**config.mk**
```make
export PLATFORM = sky130hd
export DESIGN_NAME = range_bar_ohlc_aggregator
export DESIGN_NICKNAME = d
export VERILOG_FILES = /design/src/rbo_pkg.sv /design/src/rbo_in_stage.sv /design/src/rbo_bar_core.sv /design/src/rbo_out_stage.sv /design/src/range_bar_ohlc_aggregator.sv
export SDC_FILE = /design/constraint.sdc
export NUM_CORES = 2
export LEC_CHECK = 0
export ABC_AREA = 1
export BUFFER_PORTS_ARGS = -buffer_cell sky130_fd_sc_hd__buf_2
export CAP_MARGIN = 10
export CORE_UTILIZATION = 30
export DETAILED_ROUTE_END_ITERATION = 12
export PLACE_DENSITY = 0.47
export SLEW_MARGIN = 20
export SYNTH_ARGS = -nofsm -noshare
export SYNTH_HDL_FRONTEND = slang
export SYNTH_SLANG_ARGS = --single-unit
```
**constraint.sdc**
```tcl
create_clock -name clk -period 22 [get_ports clk]
set_input_delay 3.3 -clock clk [delete_from_list [all_inputs] [get_ports clk]]
set_output_delay 3.3 -clock clk [all_outputs]
set_load 0.005 [all_outputs]
```
**src/rbo_pkg.sv**
```systemverilog
// Shared constants and types for the range bar OHLC aggregator.
`timescale 1ns / 1ps

package rbo_pkg;

    localparam int PRICE_BITS_DEF = 48;
    localparam int RANGE_BITS     = 48;
    localparam int SIZE_BITS      = 48;
    localparam int TIME_BITS      = 63;
    localparam int VOL_BITS       = 63;

    localparam logic [RANGE_BITS-1:0] RANGE_RESET = RANGE_BITS'(100);

    // Status of one processed trade, core to output stage.
    typedef struct packed {
        logic emit;   // a bar completed and had been opened
        logic gap;    // close level set by a gap jump
    } result_ctl_t;

endpackage

```
**src/rbo_in_stage.sv**
```systemverilog
// Input register for one trade word.
`timescale 1ns / 1ps

module rbo_in_stage #(
    parameter int PRICE_BITS = rbo_pkg::PRICE_BITS_DEF
) (
    input  logic                           clk,
    input  logic                           rst_n,
    input  logic                           in_valid,
    output logic                           in_stall,
    input  logic [PRICE_BITS-1:0]          price,
    input  logic [rbo_pkg::SIZE_BITS-1:0]  size,
    input  logic [rbo_pkg::TIME_BITS-1:0]  trade_time,
    input  logic                           advance,
    output logic                           held_valid,
    output logic [PRICE_BITS-1:0]          held_price,
    output logic [rbo_pkg::SIZE_BITS-1:0]  held_size,
    output logic [rbo_pkg::TIME_BITS-1:0]  held_time
);
    import rbo_pkg::*;

    logic                  valid_reg;
    logic                  valid_next;
    logic [PRICE_BITS-1:0] price_reg;
    logic [SIZE_BITS-1:0]  size_reg;
    logic [TIME_BITS-1:0]  time_reg;
    logic                  take;

    // Full register that cannot drain this cycle blocks the sender.
    assign in_stall = valid_reg && !advance;
    assign take     = in_valid && !in_stall;

    always_comb
    begin
        valid_next = valid_reg;
        if (take)
        begin
            valid_next = 1'b1;
        end
        else if (advance)
        begin
            valid_next = 1'b0;
        end
    end

    always_ff @(posedge clk or negedge rst_n)
    begin
        if (!rst_n)
        begin
            valid_reg <= 1'b0;
        end
        else
        begin
            valid_reg <= valid_next;
        end
    end

    always_ff @(posedge clk)
    begin
        if (take)
        begin
            price_reg <= price;
            size_reg  <= size;
            time_reg  <= trade_time;
        end
    end

    assign held_valid = valid_reg;
    assign held_price = price_reg;
    assign held_size  = size_reg;
    assign held_time  = time_reg;

endmodule

```
**src/rbo_bar_core.sv**
```systemverilog
// Bar state registers and the per-trade range bar update.
`timescale 1ns / 1ps

module rbo_bar_core #(
    parameter int PRICE_BITS = rbo_pkg::PRICE_BITS_DEF
) (
    input  logic                           clk,
    input  logic                           rst_n,
    input  logic [rbo_pkg::RANGE_BITS-1:0] bar_range,
    input  logic                           advance,
    input  logic [PRICE_BITS-1:0]          price,
    input  logic [rbo_pkg::SIZE_BITS-1:0]  size,
    input  logic [rbo_pkg::TIME_BITS-1:0]  trade_time,
    output rbo_pkg::result_ctl_t           ctl,
    output logic [PRICE_BITS-1:0]          res_open,
    output logic [PRICE_BITS-1:0]          res_high,
    output logic [PRICE_BITS-1:0]          res_low,
    output logic [PRICE_BITS-1:0]          res_close,
    output logic [rbo_pkg::VOL_BITS-1:0]   res_volume,
    output logic [rbo_pkg::TIME_BITS-1:0]  res_open_time,
    output logic [rbo_pkg::TIME_BITS-1:0]  res_close_time
);
    import rbo_pkg::*;

    // Working width: room for 2*range and for either operand.
    localparam int CW = ((PRICE_BITS > RANGE_BITS) ? PRICE_BITS : RANGE_BITS) + 2;

    logic [PRICE_BITS-1:0] open_reg,  open_next;
    logic [PRICE_BITS-1:0] high_reg,  high_next;
    logic [PRICE_BITS-1:0] low_reg,   low_next;
    logic [VOL_BITS-1:0]   vol_reg,   vol_next;
    logic [TIME_BITS-1:0]  otime_reg, otime_next;

    logic [CW-1:0]         p_x, lo_x, hi_x, r_x;
    logic [CW-1:0]         up_diff, dn_diff;
    logic                  up_close, dn_close, up_gap, dn_gap;
    logic [PRICE_BITS-1:0] up_level, dn_level;
    logic [VOL_BITS:0]     vol_sum;
    logic [VOL_BITS-1:0]   vol_add;

    assign p_x  = CW'(price);
    assign lo_x = CW'(low_reg);
    assign hi_x = CW'(high_reg);
    assign r_x  = CW'(bar_range);

    assign up_diff  = p_x - lo_x;
    assign dn_diff  = hi_x - p_x;
    assign up_close = (price > low_reg) && (up_diff > r_x);
    assign dn_close = (high_reg > price) && (dn_diff > r_x);
    // jump beyond two ranges
    assign up_gap   = up_diff > (r_x << 1);
    assign dn_gap   = dn_diff > (r_x << 1);

    // Levels stay inside [low, high] of this trade, so they fit the price width.
    assign up_level = up_gap ? PRICE_BITS'(p_x - r_x) : PRICE_BITS'(lo_x + r_x);
    assign dn_level = dn_gap ? PRICE_BITS'(p_x + r_x) : PRICE_BITS'(hi_x - r_x);

    assign vol_sum = {1'b0, vol_reg} + (VOL_BITS + 1)'(size);
    assign vol_add = vol_sum[VOL_BITS] ? {VOL_BITS{1'b1}} : vol_sum[VOL_BITS-1:0];

    always_comb
    begin
        res_open       = open_reg;
        res_high       = high_reg;
        res_low        = low_reg;
        res_close      = price;
        res_volume     = vol_reg;
        res_open_time  = otime_reg;
        res_close_time = trade_time;
        ctl.emit       = 1'b0;
        ctl.gap        = 1'b0;

        open_next  = open_reg;
        high_next  = (price > high_reg) ? price : high_reg;
        low_next   = (price < low_reg) ? price : low_reg;
        vol_next   = vol_add;
        otime_next = otime_reg;

        if (up_close)
        begin
            res_high   = (up_level > high_reg) ? up_level : high_reg;
            res_close  = up_level;
            ctl.gap    = up_gap;
            ctl.emit   = (otime_reg != '0);
            open_next  = up_level;
            high_next  = price;
            low_next   = up_level;
            vol_next   = VOL_BITS'(size);
            otime_next = trade_time;
        end
        else if (dn_close)
        begin
            res_low    = (dn_level < low_reg) ? dn_level : low_reg;
            res_close  = dn_level;
            ctl.gap    = dn_gap;
            ctl.emit   = (otime_reg != '0);
            open_next  = dn_level;
            high_next  = dn_level;
            low_next   = price;
            vol_next   = VOL_BITS'(size);
            otime_next = trade_time;
        end
    end

    always_ff @(posedge clk or negedge rst_n)
    begin
        if (!rst_n)
        begin
            open_reg  <= '0;
            high_reg  <= '0;
            low_reg   <= '0;
            vol_reg   <= '0;
            otime_reg <= '0;
        end
        else if (advance)
        begin
            open_reg  <= open_next;
            high_reg  <= high_next;
            low_reg   <= low_next;
            vol_reg   <= vol_next;
            otime_reg <= otime_next;
        end
    end

endmodule

```
**src/rbo_out_stage.sv**
```systemverilog
// Output register holding one completed bar word.
`timescale 1ns / 1ps

module rbo_out_stage #(
    parameter int PRICE_BITS = rbo_pkg::PRICE_BITS_DEF
) (
    input  logic                           clk,
    input  logic                           rst_n,
    input  logic                           advance,
    input  rbo_pkg::result_ctl_t           ctl,
    input  logic [PRICE_BITS-1:0]          res_open,
    input  logic [PRICE_BITS-1:0]          res_high,
    input  logic [PRICE_BITS-1:0]          res_low,
    input  logic [PRICE_BITS-1:0]          res_close,
    input  logic [rbo_pkg::VOL_BITS-1:0]   res_volume,
    input  logic [rbo_pkg::TIME_BITS-1:0]  res_open_time,
    input  logic [rbo_pkg::TIME_BITS-1:0]  res_close_time,
    output logic                           slot_free,
    output logic                           out_valid,
    input  logic                           out_stall,
    output logic [PRICE_BITS-1:0]          open_price,
    output logic [PRICE_BITS-1:0]          high_price,
    output logic [PRICE_BITS-1:0]          low_price,
    output logic [PRICE_BITS-1:0]          close_price,
    output logic [rbo_pkg::VOL_BITS-1:0]   bar_volume,
    output logic [rbo_pkg::TIME_BITS-1:0]  open_time,
    output logic [rbo_pkg::TIME_BITS-1:0]  close_time,
    output logic                           gap_seen
);
    import rbo_pkg::*;

    logic                  valid_reg, valid_next;
    logic                  load;
    logic [PRICE_BITS-1:0] open_reg, high_reg, low_reg, close_reg;
    logic [VOL_BITS-1:0]   vol_reg;
    logic [TIME_BITS-1:0]  otime_reg, ctime_reg;
    logic                  gap_reg;

    assign slot_free = !valid_reg || !out_stall;
    assign load      = advance && ctl.emit;

    always_comb
    begin
        valid_next = valid_reg;
        if (load)
        begin
            valid_next = 1'b1;
        end
        else if (!out_stall)
        begin
            valid_next = 1'b0;
        end
    end

    always_ff @(posedge clk or negedge rst_n)
    begin
        if (!rst_n)
        begin
            valid_reg <= 1'b0;
        end
        else
        begin
            valid_reg <= valid_next;
        end
    end

    always_ff @(posedge clk)
    begin
        if (load)
        begin
            open_reg  <= res_open;
            high_reg  <= res_high;
            low_reg   <= res_low;
            close_reg <= res_close;
            vol_reg   <= res_volume;
            otime_reg <= res_open_time;
            ctime_reg <= res_close_time;
            gap_reg   <= ctl.gap;
        end
    end

    assign out_valid   = valid_reg;
    assign open_price  = open_reg;
    assign high_price  = high_reg;
    assign low_price   = low_reg;
    assign close_price = close_reg;
    assign bar_volume  = vol_reg;
    assign open_time   = otime_reg;
    assign close_time  = ctime_reg;
    assign gap_seen    = gap_reg;

endmodule

```
**src/range_bar_ohlc_aggregator.sv**
```systemverilog
// Top level of the range bar OHLC aggregator.
//
//  channel  | direction | handshake           | word
//  ---------+-----------+---------------------+-----------------------------------------
//  trade    | in        | in_valid / in_stall | price, size, trade_time
//  bar      | out       | out_valid/out_stall | open/high/low/close_price, bar_volume,
//           |           |                     | open_time, close_time, gap_seen
//  config   | in        | bar_range_we        | bar_range_wdata (48-bit range in ticks)
//
// One trade word per cycle sustained while no bar word is stalled. A trade waits in the
// input register, where the bar update runs against the state registers; a completed
// bar is loaded into the output register as the trade advances, then shows on out_valid.
// Reset clears the bar state (no bar opened), both valid flags, and sets range to 100.
// A bar word held under out_stall keeps the input register from draining; while a trade
// is held there and out_valid is high, in_stall follows out_stall in the same cycle.
// Trades closing no bar wait too. Write bar_range only while the block is idle; the block does not enforce this.
`timescale 1ns / 1ps

module range_bar_ohlc_aggregator #(
    parameter int PRICE_BITS = rbo_pkg::PRICE_BITS_DEF
) (
    input  logic                           clk,
    input  logic                           rst_n,
    // configuration
    input  logic                           bar_range_we,
    input  logic [rbo_pkg::RANGE_BITS-1:0] bar_range_wdata,
    // trade input
    input  logic                           in_valid,
    output logic                           in_stall,
    input  logic [PRICE_BITS-1:0]          price,
    input  logic [rbo_pkg::SIZE_BITS-1:0]  size,
    input  logic [rbo_pkg::TIME_BITS-1:0]  trade_time,
    // completed bar output
    output logic                           out_valid,
    input  logic                           out_stall,
    output logic [PRICE_BITS-1:0]          open_price,
    output logic [PRICE_BITS-1:0]          high_price,
    output logic [PRICE_BITS-1:0]          low_price,
    output logic [PRICE_BITS-1:0]          close_price,
    output logic [rbo_pkg::VOL_BITS-1:0]   bar_volume,
    output logic [rbo_pkg::TIME_BITS-1:0]  open_time,
    output logic [rbo_pkg::TIME_BITS-1:0]  close_time,
    output logic                           gap_seen
);
    import rbo_pkg::*;

    logic [RANGE_BITS-1:0] range_reg;

    logic                  held_valid;
    logic [PRICE_BITS-1:0] held_price;
    logic [SIZE_BITS-1:0]  held_size;
    logic [TIME_BITS-1:0]  held_time;

    logic                  slot_free;
    logic                  advance;
    result_ctl_t           ctl;

    logic [PRICE_BITS-1:0] res_open, res_high, res_low, res_close;
    logic [VOL_BITS-1:0]   res_volume;
    logic [TIME_BITS-1:0]  res_open_time, res_close_time;

    // Range register; no read-back.
    always_ff @(posedge clk or negedge rst_n)
    begin
        if (!rst_n)
        begin
            range_reg <= RANGE_RESET;
        end
        else if (bar_range_we)
        begin
            range_reg <= bar_range_wdata;
        end
    end

    // A held trade is processed only when the output slot can take a bar,
    // whether or not this trade closes one.
    assign advance = held_valid && slot_free;

    rbo_in_stage #(
        .PRICE_BITS (PRICE_BITS)
    ) u_in_stage (
        .clk        (clk),
        .rst_n      (rst_n),
        .in_valid   (in_valid),
        .in_stall   (in_stall),
        .price      (price),
        .size       (size),
        .trade_time (trade_time),
        .advance    (advance),
        .held_valid (held_valid),
        .held_price (held_price),
        .held_size  (held_size),
        .held_time  (held_time)
    );

    rbo_bar_core #(
        .PRICE_BITS (PRICE_BITS)
    ) u_bar_core (
        .clk            (clk),
        .rst_n          (rst_n),
        .bar_range      (range_reg),
        .advance        (advance),
        .price          (held_price),
        .size           (held_size),
        .trade_time     (held_time),
        .ctl            (ctl),
        .res_open       (res_open),
        .res_high       (res_high),
        .res_low        (res_low),
        .res_close      (res_close),
        .res_volume     (res_volume),
        .res_open_time  (res_open_time),
        .res_close_time (res_close_time)
    );

    rbo_out_stage #(
        .PRICE_BITS (PRICE_BITS)
    ) u_out_stage (
        .clk            (clk),
        .rst_n          (rst_n),
        .advance        (advance),
        .ctl            (ctl),
        .res_open       (res_open),
        .res_high       (res_high),
        .res_low        (res_low),
        .res_close      (res_close),
        .res_volume     (res_volume),
        .res_open_time  (res_open_time),
        .res_close_time (res_close_time),
        .slot_free      (slot_free),
        .out_valid      (out_valid),
        .out_stall      (out_stall),
        .open_price     (open_price),
        .high_price     (high_price),
        .low_price      (low_price),
        .close_price    (close_price),
        .bar_volume     (bar_volume),
        .open_time      (open_time),
        .close_time     (close_time),
        .gap_seen       (gap_seen)
    );

endmodule

```
# Word-level counts from Yosys, hierarchy flattened
# Index checks and enable logic that the tools add are counted.
# W data, S select, Z words.
# totals
word_cells,84
reg_bits,861
output_inout_bits,384
inputBits,212
# op_classes
n_eq_ne,1
mux,28
reduce_logical,19
order_cmp,10
addsub,7
# op_table
operator,n
$mux W48,17
$mux W63,5
$gt A48 B48 Y1,4
$gt A50 B48 Y1,2
$gt A50 B49 Y1,2
$sub A48 B48 Y49,2
$add A48 B48 Y48,2
$lt A48 B48 Y1,2
$sub A48 B48 Y48,2
$add A63 B48 Y64,1
$reduce_bool A63 Y1,1
$logic_and A1 B1 Y1,6
$reduce_and A2 Y1,3
$reduce_bool A3 Y1,2
$logic_not A1 Y1,4
$mux W1,4
$mux W2,2
$reduce_bool A2 Y1,2
$ne A2 B1 Y1 const B,1
$logic_or A1 B1 Y1,1

# Longest topological paths before layout
# logic_depth
depth_word,8
mapped_depth,49
mapped_depth_nobuf,46

# Modules after synthesis
# Synthesis repeated with hierarchy kept, for this count alone.
# unflattened
cells_unflattened,7788
area_unflattened_um2,61497.7
# modules_own_cells
module,cells_each,seq_area_each_um2,instances,area_each_um2
rbo_bar_core,7030,6756.5,1,43332.8
rbo_out_stage,387,11496.0,1,11516.0
rbo_in_stage,166,4799.6,1,4832.1
range_bar_ohlc_aggregator,205,1204.9,1,1816.7

# Worst setup path before layout
# No wires, ideal clock.
# synth_path
kind,reg2reg
from,reg u_in_stage.price_reg[3] (netlist: u_in_stage.held_price[3])
to,"reg u_out_stage.vol_reg[0] (netlist: u_out_stage.bar_volume[0]), enable pin"
period_less_slack_ns,21.414
path_stages_with_launch,27
slack_ns,0.586
path_buffers,2
setup_ns,1.136
required_ns,20.864
arrival_time_ns,20.277
path_cell_list,edfxtp_1 -> ha_1 -> a21oi_1 -> o21ai_1 -> a21oi_2 -> o21ai_2 -> nand2_1 -> nand2_1 -> a21oi_1 -> inv_1 -> a31oi_1 -> o21ai_0 -> a21boi_0 -> o21ai_0 -> xor2_1 -> ha_1 -> nand2_1 -> or4_1 -> nor2_1 -> nand3_1 -> nand3_1 -> nand3_2 -> nand2_1 -> buf_6 -> nand2_4 -> clkbuf_1 -> nor2_1
# synth_via
elab_chain_len,6
word_cells_on_any_way,11
cone_classes,add/sub: 2; order compare: 4; mux: 2; reduce/logical: 3
# synth_rtl
item,line_no,text
start: declaration,rbo_in_stage.sv:24,logic [PRICE_BITS-1:0] price_reg;
start signal: assignment,rbo_in_stage.sv:62,price_reg <= price;
$sub A48 B48 Y49,rbo_bar_core.sv:47,assign dn_diff = hi_x - p_x;
$gt A50 B48 Y1,rbo_bar_core.sv:49,assign dn_close = (high_reg > price) && (dn_diff > r_x);
$logic_and A1 B1 Y1,rbo_bar_core.sv:49,
$mux W2,rbo_bar_core.sv:91,else if (dn_close)
$mux W2 *,rbo_bar_core.sv:79,if (up_close)
$logic_and A1 B1 Y1 *,rbo_out_stage.sv:40,assign load = advance && ctl.emit;
net u_out_stage.load,rbo_out_stage.sv:33,logic load;
end signal: assignment,rbo_out_stage.sv:75,vol_reg <= res_volume;
end: declaration,rbo_out_stage.sv:35,logic [VOL_BITS-1:0] vol_reg;
# Mark *: on every way through the listed nets, which the timed path passes. The rest lies on a longest branch.
# A chain may end at the register's enable or synchronous reset.

# Final worst setup path
# layout_path
from,reg u_in_stage.price_reg[15] (netlist: u_in_stage.held_price[15])
to,reg u_out_stage.low_reg[2] (netlist: u_out_stage.low_price[2]) (data pin)
# layout_via
elab_chain_len,7
word_cells_on_any_way,15
cone_classes,add/sub: 3; order compare: 6; mux: 4; reduce/logical: 2
# layout_rtl
item,line_no,text
$sub A48 B48 Y49,rbo_bar_core.sv:47,
$gt A50 B49 Y1,rbo_bar_core.sv:52,assign dn_gap = dn_diff > (r_x << 1);
$mux W48,rbo_bar_core.sv:56,assign dn_level = dn_gap ? PRICE_BITS'(p_x + r_x) : PRICE_BITS'(hi_x - r_x);
$lt A48 B48 Y1,rbo_bar_core.sv:93,res_low = (dn_level < low_reg) ? dn_level : low_reg;
$mux W48,rbo_bar_core.sv:93,
$mux W48,rbo_bar_core.sv:91,
$mux W48 *,rbo_bar_core.sv:79,
net res_low[2],range_bar_ohlc_aggregator.sv:58,"logic [PRICE_BITS-1:0] res_open, res_high, res_low, res_close;"
end signal: assignment,rbo_out_stage.sv:73,low_reg <= res_low;
end: declaration,rbo_out_stage.sv:34,"logic [PRICE_BITS-1:0] open_reg, high_reg, low_reg, close_reg;"
# Marked as above.

==> summary.md <==
| Metric | Value |
|---|---|
| Yosys synthesis warning count | 0 |
| Outcome | finished, final reports clean |
| Synth Flop Type | edfxtp_1 |
| Number of max-cap violations | 0 |
| Average cell area after synthesis | 7.88 um2 |
| Worst hold-check path type | reg -> reg |
| Multi-input gate area | 32100 um2 |
| Synth Area in Adders | 0.130 |
| Vias in the first global route | 55500 |
| Maximum clock frequency | 82.4 MHz |
| Largest net degree at the start of global routing | 119 |
| Root cell of the clock tree | clkbuf_16 |
| Most frequent cells in the layout | 2208 x nand2_1, 899 x inv_1, 711 x a21oi_1 |
| First-pass DRT Iterations | 8 |
| Starting DRT DRC Count | 6170 |
| TNS Setup | 0 ns |
| Clk buf depth | 3 |
| Placed Cells | 10800 |
| CTS tree | done |
| Main combinational cell family by area after synthesis | simple AND/OR/NAND/NOR gates |
| Fin. Hold Viols | 0 |
| Post-synthesis compound-gate area fraction | 0.139 |
| Static Leak | 33.2 nW |
| Antenna violations before repair | 28 |
| Remaining DRCs | 0 |
| Worst rel slew slack | 0.120 |
| Fin Clk Skew | 0.0501 ns |
| Final Cell Area | 70000 um2 |
| First-pass GRT wire length | 402000 um |
| CP Capture Type | flop |
| Place WS | 10.17 ns |
| Die width | 451 um |
| Core Rows | 164 |
| Area growth, synth to finish | 15.6% |
| Share of post-route cells with drive strength above 1 | 0.107 |
| PortBufs | 595 |
| Worst Path Required | 22.48 ns |
| # resized after CTS | 0 |
| Critical path fanouts, max | 48 |
| Min cycle time layout | 12.14 ns |
| Final setup margin | 9.86 ns |
| Worst EP arrival | 12.62 ns |
| Worst-path clk slew | 0.07 ns |
| Most common cell after layout, fill and taps aside | nand2_1 |
| Max stage delay on crit path | 0.80 ns |
| Post-Synth XOR/XNOR Area | 0.0403 |
| Syn Nets | 8526 |
| CTS H-Tree Depth | 3 |
| EDFF count, synth | 541 |
| Count of final setup violators | 0 |
| Synth cell types | 71 |
| Wirelength per Cell | 26.0 um |
| CP most frequent cell | a21oi_1 |
| Register area | 24300 um2 |
| Simple-gate share of the synthesized area | 0.217 |
| Measured slew at the worst slew-check pin | 1.31 ns |
| Cells after Synth | 7690 |
| Worst setup SP type | flop |
| Proportion of synthesized area in mux cells | 0.000847 |
| Cell Area, Synth | 60600 um2 |
| Io pins | 596 |
| RSZ-0062 raised after global routing | no |
| Detailed placer's ending HPWL | 231000 um |
| Post-CTS Setup Inserts | 0 |
| Seq/Total Area, Yosys | 0.400 |
| Number of synthesized register bits | 861 |
| Sink Count | 861 |
| GRT Total Usage | 0.271 |
| Asr flop ratio synth | 0.372 |
| TritonCTS Buffers | 101 |
| Pwr Density | 200 nW/um2 |
| Worst path slowest cell | nor2_4 |
| Post-Route WL | 286000 um |
| Hold Buf Count CTS | 0 |
| DR vias/cell | 5.26 |
| Post-DP Area | 66600 um2 |
| Initial core utilization | 0.303 |
| Area of the die | 204000 um2 |
| Pwr Total | 14.0 mW |
| Antenna-violating nets left | 0 |
| Non-filler instance count after layout | 11000 |
| Vias | 57900 |
| CP Class | reg -> reg |
| Overflow after GRT | 0 |
| Crit share post-route | 0.552 |
| Nets | 9097 |
| Clk Latency, worst-skew pair | 0.78 ns |
| VDD IR max | 0.136 mV |
| Filler cell count | 21400 |
| Die H | 451 um |
| RePlAce Congestion | 1.03 |
| Core ar. | 200000 um2 |
| Max-slew violations | 0 |
## area by class of cell
class,count,share of cell area
antenna,5,0.000179
timing repair buffer,660,0.0499
clock buffer,131,0.0387
tap,2656,0.0475
inverter,918,0.0494
clock inverter,61,0.00979
multi-input combinational,5719,0.458
sequential,861,0.346
## power by group
| group | switching (mW) | internal [mW] | total, mW |
|---|---|---|---|
| Combinational | 6.51 | 2.66 | 9.17 |
| Clock | 0.776 | 0.977 | 1.75 |
| Sequential | 0.428 | 2.66 | 3.09 |
| Total | 7.72 | 6.30 | 14.0 |
## cells in the mapped netlist (29+ instances only)
master,count,share of area
o211ai_1,29,0.0036
nor2_1,561,0.035
clkbuf_1,97,0.0060
nor4_1,56,0.0058
nand4_1,55,0.0057
a21oi_1,712,0.059
a31oi_1,87,0.0090
xor2_1,180,0.026
ha_1,617,0.13
o21ai_0,486,0.040
nand3_1,267,0.022
nand2_1,2211,0.14
o21a_1,38,0.0047
o21ai_1,44,0.0036
nor3_1,68,0.0056
dfrtp_1,317,0.13
xnor2_1,99,0.014
inv_1,901,0.056
buf_2,66,0.0055
edfxtp_1,541,0.27
## cell families after synthesis
| group | after synthesis |
|---|---|
| xor gates and xnor gates | 279 |
| adders and majority gates | 624 |
| and+or+nand+nor | 3269 |
| muxes | 5 |
| AOI/OAI and AO/OA | 1542 |
| DFF | 861 |
| buffers and inverters | 1110 |
## critical path, delay by kind of cell (launching register included)
kind	cells	cell delay, ns
AOI/OAI and AO/OA	15	4.58
and+or+nand+nor	15	4.36
buffers and inverters	7	1.04
adders and majority gates	3	0.96
DFF	1	0.45
xor gates and xnor gates	1	0.22
## layer usage
metal,up-vias,global-route usage,wire (um)
met5,-,0,13
met4,2,0.0889,9390
met3,381,0.0399,19900
met2,2388,0.419,126000
met1,28100,0.387,131000
li1,27000,-,-
## per-stage QoR
step           utilization  hold slack [ns]
2_1_floorplan            -            0.425
3_3_place_gp         0.332            0.432
3_5_place_dp         0.333            0.435
4_1_cts              0.350            0.436
5_1_grt              0.350            0.444
6_report             0.350            0.438
## worst paths after layout
path / startpoint / end / slack, ns / cells after the start
max: u_in_stage.held_price[15] / u_out_stage.low_price[2] / 9.86 / 41
min: u_bar_core.res_open[15] / u_out_stage.open_price[15] / 0.44 / 0
max reg2reg: u_in_stage.held_price[15] / u_out_stage.low_price[2] / 9.86 / 41
min reg2reg: u_bar_core.res_open[15] / u_out_stage.open_price[15] / 0.44 / 0
max in group asynchronous: rst_n / range_reg[1] / 16.73 / 4
min in group asynchronous: rst_n / u_bar_core.res_open_time[30] / 2.56 / 1
(Power assumes the default switching activity.)
